### src/hdl/nmea_depth_temp_parser_core_assert.svh
// Assertion macros shared by the parser and the conversion stage.
`ifndef NMEA_DEPTH_TEMP_PARSER_CORE_ASSERT_SVH
`define NMEA_DEPTH_TEMP_PARSER_CORE_ASSERT_SVH
`ifndef SYNTHESIS
// same-cycle implication, checked on every rising edge out of reset
`define NDTP_ASSERT_IMP(label, ante, cons) \
    label: assert property (@(posedge clk) disable iff (!rst_n) (ante) |-> (cons)) \
        else $error("ndtp: same-cycle check failed");
// next-cycle implication
`define NDTP_ASSERT_NEXT(label, ante, cons) \
    label: assert property (@(posedge clk) disable iff (!rst_n) (ante) |=> (cons)) \
        else $error("ndtp: next-cycle check failed");
`else
`define NDTP_ASSERT_IMP(label, ante, cons)
`define NDTP_ASSERT_NEXT(label, ante, cons)
`endif
`endif

### src/hdl/ndtp_pkg.sv
// Package: types, character codes and small helper functions of the NMEA depth/temp parser.
`timescale 1ns / 1ps

package ndtp_pkg;

    // default configuration
    localparam int MAX_BODY_DEF    = 128;
    localparam int FRAC_DIGITS_DEF = 3;

    // characters
    localparam logic [7:0] CH_NUL   = 8'h00;
    localparam logic [7:0] CH_TAB   = 8'h09;
    localparam logic [7:0] CH_LF    = 8'h0A;
    localparam logic [7:0] CH_VT    = 8'h0B;
    localparam logic [7:0] CH_FF    = 8'h0C;
    localparam logic [7:0] CH_CR    = 8'h0D;
    localparam logic [7:0] CH_SPACE = 8'h20;
    localparam logic [7:0] CH_DOLLAR = 8'h24;
    localparam logic [7:0] CH_STAR  = 8'h2A;
    localparam logic [7:0] CH_PLUS  = 8'h2B;
    localparam logic [7:0] CH_COMMA = 8'h2C;
    localparam logic [7:0] CH_MINUS = 8'h2D;
    localparam logic [7:0] CH_POINT = 8'h2E;
    localparam logic [7:0] CH_ZERO  = 8'h30;
    localparam logic [7:0] CH_NINE  = 8'h39;
    localparam logic [7:0] CH_C     = 8'h43;
    localparam logic [7:0] CH_D     = 8'h44;
    localparam logic [7:0] CH_I     = 8'h49;
    localparam logic [7:0] CH_M     = 8'h4D;
    localparam logic [7:0] CH_N     = 8'h4E;
    localparam logic [7:0] CH_P     = 8'h50;
    localparam logic [7:0] CH_T     = 8'h54;
    localparam logic [7:0] CH_W     = 8'h57;

    // reading kinds on the output
    localparam logic READ_DEPTH = 1'b0;
    localparam logic READ_TEMP  = 1'b1;

    // Fahrenheit conversion: 32.000 degrees in thousandths, and floor(x/9) for
    // any 32-bit x is (x * NINTH_MAGIC) >> NINTH_SHIFT
    localparam logic signed [32:0] F_OFFSET    = 33'sd32000;
    localparam logic [29:0]        NINTH_MAGIC = 30'd954437177;
    localparam int                 NINTH_SHIFT = 33;

    localparam logic [31:0]        MAG_MAX = 32'hFFFF_FFFF;
    localparam logic signed [31:0] INT_MAX = 32'sh7FFF_FFFF;
    localparam logic signed [31:0] INT_MIN = 32'sh8000_0000;

    // header match position
    typedef enum logic [2:0] {
        HDR_IDLE,
        HDR_DOLLAR,
        HDR_I,
        HDR_N,
        HDR_TAIL1,
        HDR_TAIL2,
        HDR_BODY
    } hdr_t;

    typedef enum logic [1:0] {
        SENT_NONE,
        SENT_DEPTH,
        SENT_TEMP
    } sent_t;

    // body scan phase; 1..3 first number, 4..6 second number
    typedef enum logic [2:0] {
        PH_COMMA,
        PH_LEAD1,
        PH_INT1,
        PH_FRAC1,
        PH_LEAD2,
        PH_INT2,
        PH_FRAC2,
        PH_DONE
    } phase_t;

    // finished sentence handed from the parser to the conversion stage
    typedef struct packed {
        logic               kind;
        logic signed [31:0] first;
        logic signed [31:0] second;
        logic               celsius;
        logic               log_ready;
    } token_t;

    function automatic logic is_blank(input logic [7:0] c);
        return (c == CH_SPACE) || (c == CH_TAB) || (c == CH_VT) || (c == CH_FF)
            || (c == CH_CR) || (c == CH_LF);
    endfunction

    // sign plus magnitude to a saturated signed word
    function automatic logic signed [31:0] number_value(input logic neg,
                                                        input logic [31:0] mag);
        logic signed [31:0] v;
        if (neg)
        begin
            v = mag[31] ? INT_MIN : -$signed(mag);
        end
        else
        begin
            v = mag[31] ? INT_MAX : $signed(mag);
        end
        return v;
    endfunction

    // weight of a fraction digit in thousandths
    function automatic logic [9:0] frac_weight(input logic [1:0] cnt, input logic [3:0] d);
        logic [9:0] w;
        unique case (cnt)
            2'd0:    w = 10'(d) * 10'd100;
            2'd1:    w = 10'(d) * 10'd10;
            default: w = 10'(d);
        endcase
        return w;
    endfunction

    // floor(5 * r / 9) for a remainder of a division by nine
    function automatic logic [2:0] five_ninths(input logic [3:0] r);
        logic [2:0] q;
        unique case (r)
            4'd0, 4'd1: q = 3'd0;
            4'd2, 4'd3: q = 3'd1;
            4'd4, 4'd5: q = 3'd2;
            4'd6, 4'd7: q = 3'd3;
            4'd8:       q = 3'd4;
            default:    q = 3'd0;
        endcase
        return q;
    endfunction

endpackage

### src/hdl/ndtp_if.sv
// Stream interfaces: received characters in, readings out.
`timescale 1ns / 1ps

interface ndtp_byte_if;
    logic       valid;
    logic       ready;
    logic [7:0] rx_byte;

    modport source (output valid, output rx_byte, input ready);
    modport sink   (input valid, input rx_byte, output ready);
endinterface

interface ndtp_reading_if;
    logic               valid;
    logic               ready;
    logic               reading_kind;
    logic signed [31:0] reading_value;
    logic               log_ready;

    modport source (output valid, output reading_kind, output reading_value,
                    output log_ready, input ready);
    modport sink   (input valid, input reading_kind, input reading_value,
                    input log_ready, output ready);
endinterface

### src/hdl/ndtp_parser.sv
// Character parser: header match, number scan and sentence token register.
`timescale 1ns / 1ps
`include "nmea_depth_temp_parser_core_assert.svh"

module ndtp_parser #(
    parameter int MAX_BODY        = ndtp_pkg::MAX_BODY_DEF,
    parameter int FRACTION_DIGITS = ndtp_pkg::FRAC_DIGITS_DEF
) (
    input  logic              clk,
    input  logic              rst_n,
    ndtp_byte_if.sink         serial,
    output logic              tok_valid,
    input  logic              tok_ready,
    output ndtp_pkg::token_t  tok
);

    localparam int BODY_W = $clog2(MAX_BODY + 1);
    localparam int CNT_W  = $clog2(FRACTION_DIGITS + 1);
    localparam logic [BODY_W-1:0] BODY_LIMIT = BODY_W'(MAX_BODY);
    localparam logic [CNT_W-1:0]  CNT_LIMIT  = CNT_W'(FRACTION_DIGITS);

    // ",C*" tracker codes
    localparam logic [1:0] CM_IDLE  = 2'd0;
    localparam logic [1:0] CM_COMMA = 2'd1;
    localparam logic [1:0] CM_C     = 2'd2;

    ndtp_pkg::hdr_t       hdr_reg, hdr_next;
    ndtp_pkg::sent_t      sent_reg, sent_next, sent_pick;
    ndtp_pkg::phase_t     phase_reg, phase_next;
    logic [BODY_W-1:0]    body_len_reg, body_len_next;
    logic                 neg_reg, neg_next;
    logic [31:0]          mag_reg, mag_next;
    logic [CNT_W-1:0]     frac_cnt_reg, frac_cnt_next;
    logic                 digit_seen_reg, digit_seen_next;
    logic signed [31:0]   first_reg, first_next;
    logic                 failed_reg, failed_next;
    logic [1:0]           cmatch_reg, cmatch_next;
    logic                 cfound_reg, cfound_next;
    logic                 temp_seen_reg, temp_seen_next;
    logic                 tok_valid_reg, tok_valid_next;
    ndtp_pkg::token_t     tok_reg, tok_new;

    logic                 accept;
    logic                 tok_fire;
    logic [7:0]           c;
    logic [7:0]           pc;
    logic                 eol;
    logic                 is_digit;
    logic [3:0]           d;
    logic [35:0]          int_sum;
    logic [31:0]          int_mag;
    logic [32:0]          frac_sum;
    logic [31:0]          frac_mag;
    logic signed [31:0]   num_val;
    logic                 hdr_ok;
    logic                 fail_now;
    logic                 second;
    logic                 end_num;
    logic                 clear_num;

    assign accept       = serial.valid && serial.ready;
    assign serial.ready = !tok_valid_reg || tok_ready;
    assign tok_valid    = tok_valid_reg;
    assign tok          = tok_reg;

    // character classes and digit arithmetic
    always_comb
    begin
        c        = serial.rx_byte;
        eol      = (c == ndtp_pkg::CH_CR) || (c == ndtp_pkg::CH_LF);
        pc       = eol ? ndtp_pkg::CH_NUL : c;
        is_digit = (pc >= ndtp_pkg::CH_ZERO) && (pc <= ndtp_pkg::CH_NINE);
        d        = pc[3:0];
        int_sum  = (36'(mag_reg) << 3) + (36'(mag_reg) << 1) + 36'(d) * 36'd1000;
        int_mag  = (|int_sum[35:32]) ? ndtp_pkg::MAG_MAX : int_sum[31:0];
        frac_sum = 33'(mag_reg) + 33'(ndtp_pkg::frac_weight(2'(frac_cnt_reg), d));
        frac_mag = frac_sum[32] ? ndtp_pkg::MAG_MAX : frac_sum[31:0];
        num_val  = ndtp_pkg::number_value(neg_reg, mag_reg);
    end

    // next state for one accepted word
    always_comb
    begin
        hdr_next        = hdr_reg;
        sent_next       = sent_reg;
        sent_pick       = sent_reg;
        phase_next      = phase_reg;
        body_len_next   = body_len_reg;
        neg_next        = neg_reg;
        mag_next        = mag_reg;
        frac_cnt_next   = frac_cnt_reg;
        digit_seen_next = digit_seen_reg;
        first_next      = first_reg;
        failed_next     = failed_reg;
        cmatch_next     = cmatch_reg;
        cfound_next     = cfound_reg;
        temp_seen_next  = temp_seen_reg;
        tok_fire        = 1'b0;
        tok_new         = '0;
        hdr_ok          = 1'b0;
        fail_now        = failed_reg;
        second          = (phase_reg == ndtp_pkg::PH_LEAD2) || (phase_reg == ndtp_pkg::PH_INT2)
                       || (phase_reg == ndtp_pkg::PH_FRAC2);
        end_num         = 1'b0;
        clear_num       = 1'b0;

        if (accept)
        begin
            if (hdr_reg != ndtp_pkg::HDR_BODY)
            begin
                // header match; CR/LF drops any partial match
                if (eol)
                begin
                    hdr_next  = ndtp_pkg::HDR_IDLE;
                    sent_next = ndtp_pkg::SENT_NONE;
                end
                else
                begin
                    unique case (hdr_reg)
                        ndtp_pkg::HDR_IDLE:   hdr_ok = (c == ndtp_pkg::CH_DOLLAR);
                        ndtp_pkg::HDR_DOLLAR: hdr_ok = (c == ndtp_pkg::CH_I);
                        ndtp_pkg::HDR_I:      hdr_ok = (c == ndtp_pkg::CH_N);
                        ndtp_pkg::HDR_N:
                        begin
                            if (c == ndtp_pkg::CH_D)
                            begin
                                hdr_ok    = 1'b1;
                                sent_pick = ndtp_pkg::SENT_DEPTH;
                            end
                            else if (c == ndtp_pkg::CH_M)
                            begin
                                hdr_ok    = 1'b1;
                                sent_pick = ndtp_pkg::SENT_TEMP;
                            end
                        end
                        ndtp_pkg::HDR_TAIL1:
                            hdr_ok = (c == ((sent_reg == ndtp_pkg::SENT_DEPTH)
                                            ? ndtp_pkg::CH_P : ndtp_pkg::CH_T));
                        ndtp_pkg::HDR_TAIL2:
                            hdr_ok = (c == ((sent_reg == ndtp_pkg::SENT_DEPTH)
                                            ? ndtp_pkg::CH_T : ndtp_pkg::CH_W));
                        default: hdr_ok = 1'b0;
                    endcase

                    if (hdr_ok)
                    begin
                        sent_next = sent_pick;
                        if (hdr_reg == ndtp_pkg::HDR_TAIL2)
                        begin
                            // header complete: start a fresh body
                            hdr_next      = ndtp_pkg::HDR_BODY;
                            body_len_next = '0;
                            phase_next    = ndtp_pkg::PH_COMMA;
                            failed_next   = 1'b0;
                            cmatch_next   = CM_IDLE;
                            cfound_next   = 1'b0;
                            first_next    = '0;
                            clear_num     = 1'b1;
                        end
                        else
                        begin
                            hdr_next = ndtp_pkg::hdr_t'(hdr_reg + 3'd1);
                        end
                    end
                    else
                    begin
                        sent_next = ndtp_pkg::SENT_NONE;
                        hdr_next  = (c == ndtp_pkg::CH_DOLLAR) ? ndtp_pkg::HDR_DOLLAR
                                                               : ndtp_pkg::HDR_IDLE;
                    end
                end
            end
            else
            begin
                // body length limit and ",C*" tracking
                if (!eol)
                begin
                    if (body_len_reg >= BODY_LIMIT)
                        fail_now = 1'b1;
                    else
                        body_len_next = BODY_W'(body_len_reg + 1'b1);

                    if ((cmatch_reg == CM_COMMA) && (c == ndtp_pkg::CH_C))
                        cmatch_next = CM_C;
                    else if ((cmatch_reg == CM_C) && (c == ndtp_pkg::CH_STAR))
                    begin
                        cfound_next = 1'b1;
                        cmatch_next = CM_IDLE;
                    end
                    else
                        cmatch_next = (c == ndtp_pkg::CH_COMMA) ? CM_COMMA : CM_IDLE;
                end
                failed_next = fail_now;

                // number scan; end of line scans as NUL
                if (!fail_now && (phase_reg != ndtp_pkg::PH_DONE))
                begin
                    unique case (phase_reg)
                        ndtp_pkg::PH_COMMA:
                        begin
                            if (pc == ndtp_pkg::CH_COMMA)
                            begin
                                phase_next = ndtp_pkg::PH_LEAD1;
                                clear_num  = 1'b1;
                            end
                            else
                                failed_next = 1'b1;
                        end
                        ndtp_pkg::PH_LEAD1, ndtp_pkg::PH_LEAD2:
                        begin
                            if (ndtp_pkg::is_blank(pc))
                                phase_next = phase_reg;
                            else if ((pc == ndtp_pkg::CH_PLUS) || (pc == ndtp_pkg::CH_MINUS))
                            begin
                                neg_next   = (pc == ndtp_pkg::CH_MINUS);
                                phase_next = second ? ndtp_pkg::PH_INT2 : ndtp_pkg::PH_INT1;
                            end
                            else if (is_digit)
                            begin
                                mag_next        = int_mag;
                                digit_seen_next = 1'b1;
                                phase_next = second ? ndtp_pkg::PH_INT2 : ndtp_pkg::PH_INT1;
                            end
                            else if (pc == ndtp_pkg::CH_POINT)
                                phase_next = second ? ndtp_pkg::PH_FRAC2 : ndtp_pkg::PH_FRAC1;
                            else
                                failed_next = 1'b1;
                        end
                        ndtp_pkg::PH_INT1, ndtp_pkg::PH_INT2:
                        begin
                            if (is_digit)
                            begin
                                mag_next        = int_mag;
                                digit_seen_next = 1'b1;
                            end
                            else if (pc == ndtp_pkg::CH_POINT)
                                phase_next = second ? ndtp_pkg::PH_FRAC2 : ndtp_pkg::PH_FRAC1;
                            else
                                end_num = 1'b1;
                        end
                        ndtp_pkg::PH_FRAC1, ndtp_pkg::PH_FRAC2:
                        begin
                            if (is_digit)
                            begin
                                // digits past the kept precision are dropped
                                if (frac_cnt_reg < CNT_LIMIT)
                                begin
                                    mag_next      = frac_mag;
                                    frac_cnt_next = CNT_W'(frac_cnt_reg + 1'b1);
                                end
                                digit_seen_next = 1'b1;
                            end
                            else
                                end_num = 1'b1;
                        end
                        default: phase_next = phase_reg;
                    endcase

                    // a number has ended
                    if (end_num)
                    begin
                        if (!digit_seen_reg)
                            failed_next = 1'b1;
                        else if (!second)
                        begin
                            first_next = num_val;
                            if (sent_reg == ndtp_pkg::SENT_DEPTH)
                            begin
                                if (pc == ndtp_pkg::CH_COMMA)
                                begin
                                    phase_next = ndtp_pkg::PH_LEAD2;
                                    clear_num  = 1'b1;
                                end
                                else
                                    failed_next = 1'b1;
                            end
                            else
                                phase_next = ndtp_pkg::PH_DONE;
                        end
                        else
                            phase_next = ndtp_pkg::PH_DONE;
                    end
                end

                if (clear_num)
                begin
                    neg_next        = 1'b0;
                    mag_next        = '0;
                    frac_cnt_next   = '0;
                    digit_seen_next = 1'b0;
                end

                // end of sentence: build the token and go back to header search
                if (eol)
                begin
                    if (!failed_next && (phase_next == ndtp_pkg::PH_DONE))
                    begin
                        if (sent_reg == ndtp_pkg::SENT_DEPTH)
                        begin
                            if (!neg_reg || (mag_reg == '0))
                            begin
                                tok_fire          = 1'b1;
                                tok_new.kind      = ndtp_pkg::READ_DEPTH;
                                tok_new.first     = first_next;
                                tok_new.second    = num_val;
                                tok_new.celsius   = 1'b0;
                                tok_new.log_ready = temp_seen_reg;
                            end
                        end
                        else if (sent_reg == ndtp_pkg::SENT_TEMP)
                        begin
                            tok_fire          = 1'b1;
                            tok_new.kind      = ndtp_pkg::READ_TEMP;
                            tok_new.first     = first_next;
                            tok_new.second    = '0;
                            tok_new.celsius   = cfound_reg;
                            tok_new.log_ready = 1'b0;
                            temp_seen_next    = 1'b1;
                        end
                    end
                    hdr_next    = ndtp_pkg::HDR_IDLE;
                    sent_next   = ndtp_pkg::SENT_NONE;
                    phase_next  = ndtp_pkg::PH_COMMA;
                    failed_next = 1'b0;
                end
            end
        end

        // token register handshake
        if (tok_fire)
            tok_valid_next = 1'b1;
        else if (tok_valid_reg && tok_ready)
            tok_valid_next = 1'b0;
        else
            tok_valid_next = tok_valid_reg;
    end

    // parser state
    always_ff @(posedge clk or negedge rst_n)
    begin
        if (!rst_n)
        begin
            hdr_reg        <= ndtp_pkg::HDR_IDLE;
            sent_reg       <= ndtp_pkg::SENT_NONE;
            phase_reg      <= ndtp_pkg::PH_COMMA;
            body_len_reg   <= '0;
            neg_reg        <= 1'b0;
            mag_reg        <= '0;
            frac_cnt_reg   <= '0;
            digit_seen_reg <= 1'b0;
            first_reg      <= '0;
            failed_reg     <= 1'b0;
            cmatch_reg     <= CM_IDLE;
            cfound_reg     <= 1'b0;
            temp_seen_reg  <= 1'b0;
            tok_valid_reg  <= 1'b0;
        end
        else
        begin
            hdr_reg        <= hdr_next;
            sent_reg       <= sent_next;
            phase_reg      <= phase_next;
            body_len_reg   <= body_len_next;
            neg_reg        <= neg_next;
            mag_reg        <= mag_next;
            frac_cnt_reg   <= frac_cnt_next;
            digit_seen_reg <= digit_seen_next;
            first_reg      <= first_next;
            failed_reg     <= failed_next;
            cmatch_reg     <= cmatch_next;
            cfound_reg     <= cfound_next;
            temp_seen_reg  <= temp_seen_next;
            tok_valid_reg  <= tok_valid_next;
        end
    end

    // token payload
    always_ff @(posedge clk)
    begin
        if (tok_fire)
            tok_reg <= tok_new;
    end

    // a body is only entered after a full header names its type
    `NDTP_ASSERT_IMP(a_body_has_type, hdr_reg == ndtp_pkg::HDR_BODY, sent_reg != ndtp_pkg::SENT_NONE)
    // the body counter never passes the limit
    `NDTP_ASSERT_IMP(a_body_len_bound, hdr_reg == ndtp_pkg::HDR_BODY, body_len_reg <= BODY_LIMIT)
    // every temperature token marks later depth readings as loggable
    `NDTP_ASSERT_NEXT(a_temp_marks_log, tok_fire && (tok_new.kind == ndtp_pkg::READ_TEMP), temp_seen_reg)

endmodule

### src/hdl/ndtp_convert.sv
// Conversion pipeline: depth sum, Fahrenheit to Celsius, and the output register.
`timescale 1ns / 1ps
`include "nmea_depth_temp_parser_core_assert.svh"

module ndtp_convert (
    input  logic              clk,
    input  logic              rst_n,
    input  logic              tok_valid,
    output logic              tok_ready,
    input  ndtp_pkg::token_t  tok,
    ndtp_reading_if.source    readings
);

    logic               a_valid_reg;
    logic               a_kind_reg;
    logic               a_log_reg;
    logic               a_direct_reg;
    logic signed [31:0] a_value_reg;
    logic               a_neg_reg;
    logic [31:0]        a_mag_reg;
    logic [28:0]        a_quot_reg;

    logic               out_valid_reg;
    logic               out_kind_reg;
    logic signed [31:0] out_value_reg;
    logic               out_log_reg;

    logic               out_ready;
    logic               a_load;
    logic               a_move;
    logic [32:0]        depth_sum;
    logic signed [31:0] depth_sat;
    logic [32:0]        f_diff;
    logic [32:0]        f_neg_diff;
    logic               f_neg;
    logic [31:0]        f_mag;
    logic [61:0]        f_prod;
    logic               direct;
    logic signed [31:0] direct_value;
    logic [31:0]        nine_q;
    logic [3:0]         rem;
    logic [31:0]        scaled;
    logic signed [31:0] conv_value;

    assign out_ready = !out_valid_reg || readings.ready;
    assign tok_ready = !a_valid_reg || out_ready;
    assign a_load    = tok_valid && tok_ready;
    assign a_move    = a_valid_reg && out_ready;

    // stage A: depth sum with saturation, Fahrenheit magnitude times 1/9
    always_comb
    begin
        depth_sum = {tok.first[31], tok.first} + {tok.second[31], tok.second};
        if (depth_sum[32] != depth_sum[31])
            depth_sat = depth_sum[32] ? ndtp_pkg::INT_MIN : ndtp_pkg::INT_MAX;
        else
            depth_sat = $signed(depth_sum[31:0]);

        f_diff     = {tok.first[31], tok.first} - ndtp_pkg::F_OFFSET;
        f_neg_diff = 33'(-$signed(f_diff));
        f_neg      = f_diff[32];
        f_mag      = f_neg ? f_neg_diff[31:0] : f_diff[31:0];
        f_prod     = 62'(f_mag) * 62'(ndtp_pkg::NINTH_MAGIC);

        direct       = (tok.kind == ndtp_pkg::READ_DEPTH) || tok.celsius;
        direct_value = (tok.kind == ndtp_pkg::READ_DEPTH) ? depth_sat : tok.first;
    end

    // stage B: 5*m/9 = 5*floor(m/9) + floor(5*rem/9), sign restored
    always_comb
    begin
        nine_q     = {a_quot_reg, 3'b000} + 32'(a_quot_reg);
        rem        = a_mag_reg[3:0] - nine_q[3:0];
        scaled     = 32'({a_quot_reg, 2'b00}) + 32'(a_quot_reg)
                   + 32'(ndtp_pkg::five_ninths(rem));
        conv_value = a_neg_reg ? -$signed(scaled) : $signed(scaled);
    end

    // valid bits
    always_ff @(posedge clk or negedge rst_n)
    begin
        if (!rst_n)
        begin
            a_valid_reg   <= 1'b0;
            out_valid_reg <= 1'b0;
        end
        else
        begin
            if (tok_ready)
                a_valid_reg <= tok_valid;
            if (out_ready)
                out_valid_reg <= a_valid_reg;
        end
    end

    // stage payloads
    always_ff @(posedge clk)
    begin
        if (a_load)
        begin
            a_kind_reg   <= tok.kind;
            a_log_reg    <= tok.log_ready;
            a_direct_reg <= direct;
            a_value_reg  <= direct_value;
            a_neg_reg    <= f_neg;
            a_mag_reg    <= f_mag;
            a_quot_reg   <= f_prod[61:ndtp_pkg::NINTH_SHIFT];
        end
        if (a_move)
        begin
            out_kind_reg  <= a_kind_reg;
            out_log_reg   <= a_log_reg;
            out_value_reg <= a_direct_reg ? a_value_reg : conv_value;
        end
    end

    assign readings.valid         = out_valid_reg;
    assign readings.reading_kind  = out_kind_reg;
    assign readings.reading_value = out_value_reg;
    assign readings.log_ready     = out_log_reg;

    // temperature readings never flag a log
    `NDTP_ASSERT_IMP(a_temp_no_log, out_valid_reg && (out_kind_reg == ndtp_pkg::READ_TEMP), !out_log_reg)
    // a word in stage A is kept while the output is blocked
    `NDTP_ASSERT_NEXT(a_stage_holds, a_valid_reg && !out_ready, a_valid_reg)
    // the reciprocal product gives an exact quotient
    `NDTP_ASSERT_IMP(a_rem_range, a_valid_reg && !a_direct_reg, rem < 4'd9)

endmodule

### src/hdl/nmea_depth_temp_parser_core.sv
// Top level of the NMEA depth/water-temperature sentence parser.
//
//   port      dir   word contents
//   --------  ----  ---------------------------------------------------
//   serial    in    rx_byte: one received NMEA character
//   readings  out   reading_kind, reading_value (thousandths), log_ready
//
// One character is taken per cycle while serial.ready is high. The CR/LF
// ending a valid $INDPT or $INMTW sentence reaches readings through the token
// register, the conversion stage (times-1/9 multiplier) and the output register.
// Reset clears the parser state asynchronously; there is no clearing pass.
// With readings stalled, up to three readings wait in the pipe; serial.ready
// falls only when the token register is full and cannot move on.
`timescale 1ns / 1ps

module nmea_depth_temp_parser_core #(
    parameter int MAX_BODY        = ndtp_pkg::MAX_BODY_DEF,
    parameter int FRACTION_DIGITS = ndtp_pkg::FRAC_DIGITS_DEF
) (
    input  logic           clk,
    input  logic           rst_n,
    ndtp_byte_if.sink      serial,
    ndtp_reading_if.source readings
);

    logic             tok_valid;
    logic             tok_ready;
    ndtp_pkg::token_t tok;

    // character parser and sentence token
    ndtp_parser #(
        .MAX_BODY        (MAX_BODY),
        .FRACTION_DIGITS (FRACTION_DIGITS)
    ) u_parser (
        .clk       (clk),
        .rst_n     (rst_n),
        .serial    (serial),
        .tok_valid (tok_valid),
        .tok_ready (tok_ready),
        .tok       (tok)
    );

    // value conversion and output register
    ndtp_convert u_convert (
        .clk       (clk),
        .rst_n     (rst_n),
        .tok_valid (tok_valid),
        .tok_ready (tok_ready),
        .tok       (tok),
        .readings  (readings)
    );

endmodule
### src/flat_wrapper.sv
// flat-port wrapper written by rule: the top's interface ports become plain ports
module nmea_depth_temp_parser_core_flat 
#(
    parameter int MAX_BODY        = ndtp_pkg::MAX_BODY_DEF,
    parameter int FRACTION_DIGITS = ndtp_pkg::FRAC_DIGITS_DEF
)
  (clk, rst_n, serial_valid, serial_rx_byte, serial_ready, readings_valid, readings_reading_kind, readings_reading_value, readings_log_ready, readings_ready);
  ndtp_byte_if serial_i ();
  ndtp_reading_if readings_i ();
  input  logic clk;
  input  logic rst_n;
  input wire logic [$bits(serial_i.valid)-1:0] serial_valid;
  input wire logic [$bits(serial_i.rx_byte)-1:0] serial_rx_byte;
  output wire logic [$bits(serial_i.ready)-1:0] serial_ready;
  output wire logic [$bits(readings_i.valid)-1:0] readings_valid;
  output wire logic [$bits(readings_i.reading_kind)-1:0] readings_reading_kind;
  output wire logic [$bits(readings_i.reading_value)-1:0] readings_reading_value;
  output wire logic [$bits(readings_i.log_ready)-1:0] readings_log_ready;
  input wire logic [$bits(readings_i.ready)-1:0] readings_ready;
  assign serial_i.valid = serial_valid;
  assign serial_i.rx_byte = serial_rx_byte;
  assign serial_ready = serial_i.ready;
  assign readings_valid = readings_i.valid;
  assign readings_reading_kind = readings_i.reading_kind;
  assign readings_reading_value = readings_i.reading_value;
  assign readings_log_ready = readings_i.log_ready;
  assign readings_i.ready = readings_ready;
  nmea_depth_temp_parser_core #(.MAX_BODY(MAX_BODY), .FRACTION_DIGITS(FRACTION_DIGITS)) u_core (.clk(clk), .rst_n(rst_n), .serial(serial_i), .readings(readings_i));
endmodule
### config.mk
export PLATFORM = sky130hd
export DESIGN_NAME = nmea_depth_temp_parser_core_flat
export DESIGN_NICKNAME = d
export VERILOG_FILES = /design/src/hdl/ndtp_pkg.sv /design/src/hdl/ndtp_if.sv /design/src/hdl/ndtp_parser.sv /design/src/hdl/ndtp_convert.sv /design/src/hdl/nmea_depth_temp_parser_core.sv /design/src/flat_wrapper.sv
export VERILOG_INCLUDE_DIRS = /design/src /design/src/hdl
export SDC_FILE = /design/constraint.sdc
export NUM_CORES = 2
export LEC_CHECK = 0
export BUFFER_PORTS_ARGS = -buffer_cell sky130_fd_sc_hd__buf_4
export CORE_ASPECT_RATIO = 1.25
export CORE_MARGIN = 5
export CORE_UTILIZATION = 66
export DETAILED_ROUTE_END_ITERATION = 8
export GPL_ROUTABILITY_DRIVEN = 1
export PLACE_DENSITY_LB_ADDON = 0.1
export SLEW_MARGIN = 20
export SYNTH_ARGS = -nofsm -noshare
export SYNTH_HDL_FRONTEND = slang
export SYNTH_SLANG_ARGS = --single-unit
### constraint.sdc
create_clock -name clk -period 10.4 [get_ports clk]
set_input_delay 1.56 -clock clk [delete_from_list [all_inputs] [get_ports clk]]
set_output_delay 1.56 -clock clk [all_outputs]
set_load 0.01 [all_outputs]
# [Yosys cells after proc, flatten, opt, wreduce, memory -nomap -nowiden]
# Memory sizes are Yosys's and may differ from the RTL's.
# Cells that the tools add are included.
[word_totals] memories=1 input_bits=12 mem_bits_ro=48 out_inout_bits=36 regBits=262
[op_classes] n_eq_ne=54 n_addsub=15 mux=158 order_cmp=4 n_mul=4 reduce_logical=60 bitwise=6
[memory_table] name="(no name shown)" depth=16 word_bits=3 rd=1 rd_ports_with_merged_regs=0 wr=0 line_no="ndtp_pkg.sv:121" rtl="unique case (r)"
[op_table] operator="$mux W32" n=25
[op_table] operator="$mux W67" n=2
[op_table] operator="$neg A32 Y32" n=3
[op_table] operator="$pmux W32 S3" n=1
[op_table] operator="$mux W3" n=27
[op_table] operator="$mux W1" n=69
[op_table] operator="$mux W66" n=1
[op_table] operator="$eq A8 B6 Y1 const B" n=8
[op_table] operator="$mul A32 B30 Y62 const B" n=1
[op_table] operator="$eq A8 B4 Y1 const B" n=7
[op_table] operator="$mux W8" n=7
[op_table] operator="$eq A8 B7 Y1 const B" n=5
[op_table] operator="$mux W2" n=19
[op_table] operator="$add A35 B33 Y36" n=1
[op_table] operator="$add A36 B14 Y36" n=1
[op_table] operator="$add A32 B10 Y33" n=1
[op_table] operator="$add A32 B32 Y33" n=1
[op_table] operator="$sub A32 B16 Y33 const B" n=1
[op_table] operator="$add A31 B29 Y32" n=1
[op_table] operator="$add A32 B3 Y32" n=1
[op_table] operator="$logic_not A32 Y1" n=1
[op_table] operator="$mux W31" n=1
[op_table] operator="$reduce_and A6 Y1" n=5
[op_table] operator="$pmux W10 S2" n=1
[op_table] operator="42 further kinds" n=111

# [Longest topological paths before layout]
[depth] ltp_word=26 mapped_depth=37 depth_no_buf=36

# [By module]
# A second synthesis with hierarchy kept.
[unflattened] cells_unflattened=3884 hier_area_um2=35400.2
[by_module_without_submodules] mod="ndtp_convert" area_per_inst_um2=23214.8 seq_area_each_um2=3143.0 n_inst=1 cells_per_inst=2485
[by_module_without_submodules] mod="ndtp_parser" area_per_inst_um2=12185.4 seq_area_each_um2=4264.1 n_inst=1 cells_per_inst=1399

# [Worst setup path after synthesis]
# No wires, ideal clock.
[synth_path] path_kind="reg2reg" from="register u_core.u_parser.tok_reg, in the netlist u_core.u_parser.tok[42]" to="register u_core.u_convert.a_quot_reg[19], data pin" setup_time_ns=0.265 stages_incl_launch_ff=36 t_arrival_ns=8.913 t_required_ns=10.135 path_slack_ns=1.222 synth_period_minus_slack_ns=9.178 path_cell_list="edfxtp_1 > inv_1 > ha_1 > nand2b_1 > or4_1 > a21o_1 > a21oi_1 > nor3b_1 > and3_1 > nor2_1 > o31ai_1 > xor2_1 > ha_1 > xnor2_1 > ha_1 > fa_1 > inv_1 > fa_1 > inv_1 > fa_1 > inv_1 > fa_1 > inv_1 > fa_1 > ha_1 > ha_1 > a21o_1 > a21o_1 > a2111oi_0 > o31ai_1 > a41oi_1 > a21oi_1 > a31oi_1 > o31a_1 > o21ai_0 > xor2_1"
[synth_via] elab_chain_cells=4
[synth_lines] item="from (decl)" line_no="ndtp_parser.sv:41" rtl="ndtp_pkg::token_t tok_reg, tok_new;"
[synth_lines] item="from (signal assigned)" line_no="ndtp_parser.sv:381" rtl="tok_reg <= tok_new;"
[synth_lines] item="$sub A32 B16 Y33 (*)" line_no="ndtp_convert.sv:59" rtl="f_diff = {tok.first[31], tok.first} - ndtp_pkg::F_OFFSET;"
[synth_lines] item="$neg A32 Y32" line_no="ndtp_convert.sv:60" rtl="f_neg_diff = 33'(-$signed(f_diff));"
[synth_lines] item="$mux W32 (*)" line_no="ndtp_convert.sv:62" rtl="f_mag = f_neg ? f_neg_diff[31:0] : f_diff[31:0];"
[synth_lines] item="$mul A32 B30 Y62 (*)" line_no="ndtp_convert.sv:63" rtl="f_prod = 62'(f_mag) * 62'(ndtp_pkg::NINTH_MAGIC);"
[synth_lines] item="named net u_core.u_convert.f_prod[52]" line_no="ndtp_convert.sv:37" rtl="logic [61:0] f_prod;"
[synth_lines] item="to (signal assigned)" line_no="ndtp_convert.sv:107" rtl="a_quot_reg <= f_prod[61:ndtp_pkg::NINTH_SHIFT];"
[synth_lines] item="to (decl)" line_no="ndtp_convert.sv:21" rtl="logic [28:0] a_quot_reg;"
# Mark *: on every way through the listed nets, which the timed path passes. The rest lies on a longest branch.
# A chain may end at the register's enable or synchronous reset.

# [Worst setup path after layout]
[layout_path] from="register u_core.u_parser.tok_reg, in the netlist u_core.u_parser.tok[55]" to="register u_core.u_convert.a_quot_reg[23], data pin"
# Same word-level chain as after synthesis.

==> impl_metrics.tcl <==
set metrics [dict create \
    status "complete, no violations" \
    io_buffer_count 47 \
    rsz0062_at_grt "false" \
    layout.area.seq_sq_um 7410 \
    place_inst 4557 \
    drc 0 \
    finalCriticalPeriod_ns 9.97 \
    drtIter0Drc 2286 \
    routed-via-count 28942 \
    startpoint_type "flop" \
    core-area_sq_um 53500 \
    layout_commonest_cell "inv_1" \
    start_util_pct 66.3 \
    overflow 0 \
    synthArstFlopShare_pct 35.1 \
    critPathKind "flop to flop" \
    cts_buffers 28 \
    path_max_fanout 7 \
    grt_pass1_wl_um 162000 \
    htreeDepth 1 \
    largest_reg_flops 67 \
    yosysUniqueCellTypes 89 \
    finalMaxSlewViolations 0 \
    nFillCells 4300 \
    rrSetupSlack_ns 0.43 \
    area_delta_synth_final_pct 6.29 \
    cap_violations 0 \
    grt_max_degree 74 \
    p_leak_nw 18.6 \
    num_antenna_cells 0 \
    period_share_pct 95.9 \
    synth_edf_count 170 \
    wl_per_cell_um 22.2 \
    critPathMaxStageDelay_ns 0.65 \
    crit_slowest_cell "nor3_1" \
    ys_ff_latch 262 \
    rows 95 \
    cts_tree "yes" \
    synth-seq-area-share_pct 20.9 \
    finalSetupViolCount 0 \
    multi_input_area_sq_um 25600 \
    clock-sinks 262 \
    yosysTopAreaCell "ha_1" \
    setup_tns_ns 0 \
    drtPass1Iterations 6 \
    hold_viol_final 0 \
    ant_nets 0 \
    cpMostUsedCell "ha_1" \
    fin_worst_skew_ns 0.0327 \
    clk_pin_slew_ns 0.06 \
    synth.top_cells.by_area "ha_1 18%, fa_1 16%, edfxtp_1 14%" \
    fmax_ghz 0.100 \
    critPathRequiredTime_ns 10.76 \
    io_pins 48 \
    relSlewSlack_pct 23.2 \
    clockBufferDepth 3 \
    cts_root_buffer "clkbuf_16" \
    syn_avg_cell_area_sq_um 9.07 \
    yosys_warnings 0 \
    synth_top_area_share_pct 18.3 \
    vdd_ir_drop_max_uv 113 \
    final_cells 4611 \
    grt_pass1_vias 29183 \
    syn-num-nets 4729 \
    netlist_instances 3912 \
    insertion_delay_ns 0.62 \
    die_x_um 217 \
    powerDensity_nw_per_um2 62.6 \
    hold_class "flop to flop" \
    dp_hpwl_um 85000 \
    track_usage_pct 34.7 \
    cp.arrival_ns 10.33 \
    synthFlopType "edfxtp_1" \
    synth_area_sq_um 35500 \
    end_kind "flop" \
    vias_per_cell 6.28 \
    drive_above_1_share_pct 5.98 \
    fin_nets 4727 \
    worst_pin_slew_ns 1.15 \
    layout_common_cells "539 x inv_1, 517 x ha_1, 286 x fa_1" \
    antenna_found_initial 0 \
    wirelength_um 102000 \
    die_h_um 269 \
    globalplace.congestion 1.04 \
    die_area_sq_um 58500 \
]
==> synthesized netlist by cell type (9+ instances only) <==
cell type,count
a2111oi_0,9
a211o_1,12
a211oi_1,41
a21boi_0,12
a21o_1,113
a21oi_1,220
a22o_1,30
a31oi_1,26
a32o_1,9
and2_1,35
and3_1,35
buf_2,9
clkbuf_1,124
dfrtp_1,92
edfxtp_1,170
fa_1,286
ha_1,519
inv_1,540
maj3_1,25
mux2_2,9
nand2_1,281
nand2b_1,23
nand3_1,90
nand3b_1,9
nand4_1,37
nor2_1,227
nor2b_1,27
nor3_1,61
nor3b_1,10
nor4_1,17
nor4b_1,9
o211ai_1,20
o21a_1,28
o21ai_0,219
o21bai_1,24
o22ai_1,11
o31a_1,9
o31ai_1,46
o41ai_1,9
or2_2,24
or3_1,28
or4_1,10
xnor2_1,148
xor2_1,104
==> timing repair <==
| item | in CTS | in global routing |
|---|---|---|
| hold buffers | 0 | 0 |
| endpoints found under the setup margin | 0 | 22 |
| resized for setup | 0 | 17 |
| setup buffers | 0 | 2 |
==> power by group <==
part | internal, mW | leakage [nW] | switching, mW
clock network | 0.607 | 0.473 | 0.483
registers | 1.10 | 3.12 | 0.0000912
logic | 0.0692 | 15.0 | 0.103
total | 1.78 | 18.6 | 0.586
==> kinds of logic after synthesis <==
| family | count (synthesis) | share of synthesized area, % |
|---|---|---|
| simple gates | 946 | 13.0 |
| compound gates | 928 | 17.1 |
| buf+inv | 682 | 7.27 |
| xor+xnor | 252 | 6.22 |
| flops | 262 | 20.9 |
| mux | 12 | 0.370 |
| fa+ha+maj | 830 | 35.2 |
==> layer usage <==
metal	track usage (%)	routed length, um
met1	41.7	38500
met2	60.6	50500
met3	3.70	5830
met4	19.9	7560
met5	0	0
==> worst paths after layout <==
| path | cells after the start | end | from |
|---|---|---|---|
| worst max-delay path | 31 | u_core.u_convert.a_quot_reg[23] | u_core.u_parser.tok[55] |
| worst min-delay path | 0 | u_core.u_convert.readings.log_ready | u_core.u_convert.a_log_reg |
| worst max register to register | 31 | u_core.u_convert.a_quot_reg[23] | u_core.u_parser.tok[55] |
| worst min register to register | 0 | u_core.u_convert.readings.log_ready | u_core.u_convert.a_log_reg |
| max in group asynchronous | 2 | u_core.u_parser.first_reg[25] | rst_n |
| min in group asynchronous | 1 | u_core.u_parser.phase_reg[0] | rst_n |
==> worst max-delay path: cells and delay by family, from the launching register on <==
| kind | cells | cell delay, ns |
|---|---|---|
| fa+ha+maj | 9 | 3.91 |
| compound gates | 12 | 2.70 |
| simple gates | 4 | 1.39 |
| xor+xnor | 3 | 0.83 |
| flops | 1 | 0.57 |
| buf+inv | 3 | 0.32 |
==> metrics by stage <==
step / area (sq um) / utilization (%) / total power, mW / hold WS, ns / worst slack, ns
after detailed placement: 36600 / 68.5 / 1.29 / 0.405 / 0.184
final: 37700 / 70.5 / 2.36 / 0.425 / 0.429
after global routing: 37700 / 70.5 / 2.44 / 0.449 / 0.00375
after floorplan: 35500 / - / 1.24 / 0.400 / 1.22
after CTS: 37600 / 70.3 / 2.37 / 0.426 / 0.148
after global placement: 36600 / 68.5 / 1.29 / 0.402 / 0.200
==> area by class of cell <==
class                   count  share of cell area (%)
multi-input cells        2968                    67.9
clock buffers              32                    2.01
inverters                 540                    5.38
flip-flops and latches    262                    19.6
repair buffers            110                    2.19
clock inverters            20                   0.611
well taps                 679                    2.25
No activity file was read; power rests on OpenSTA's default activity.
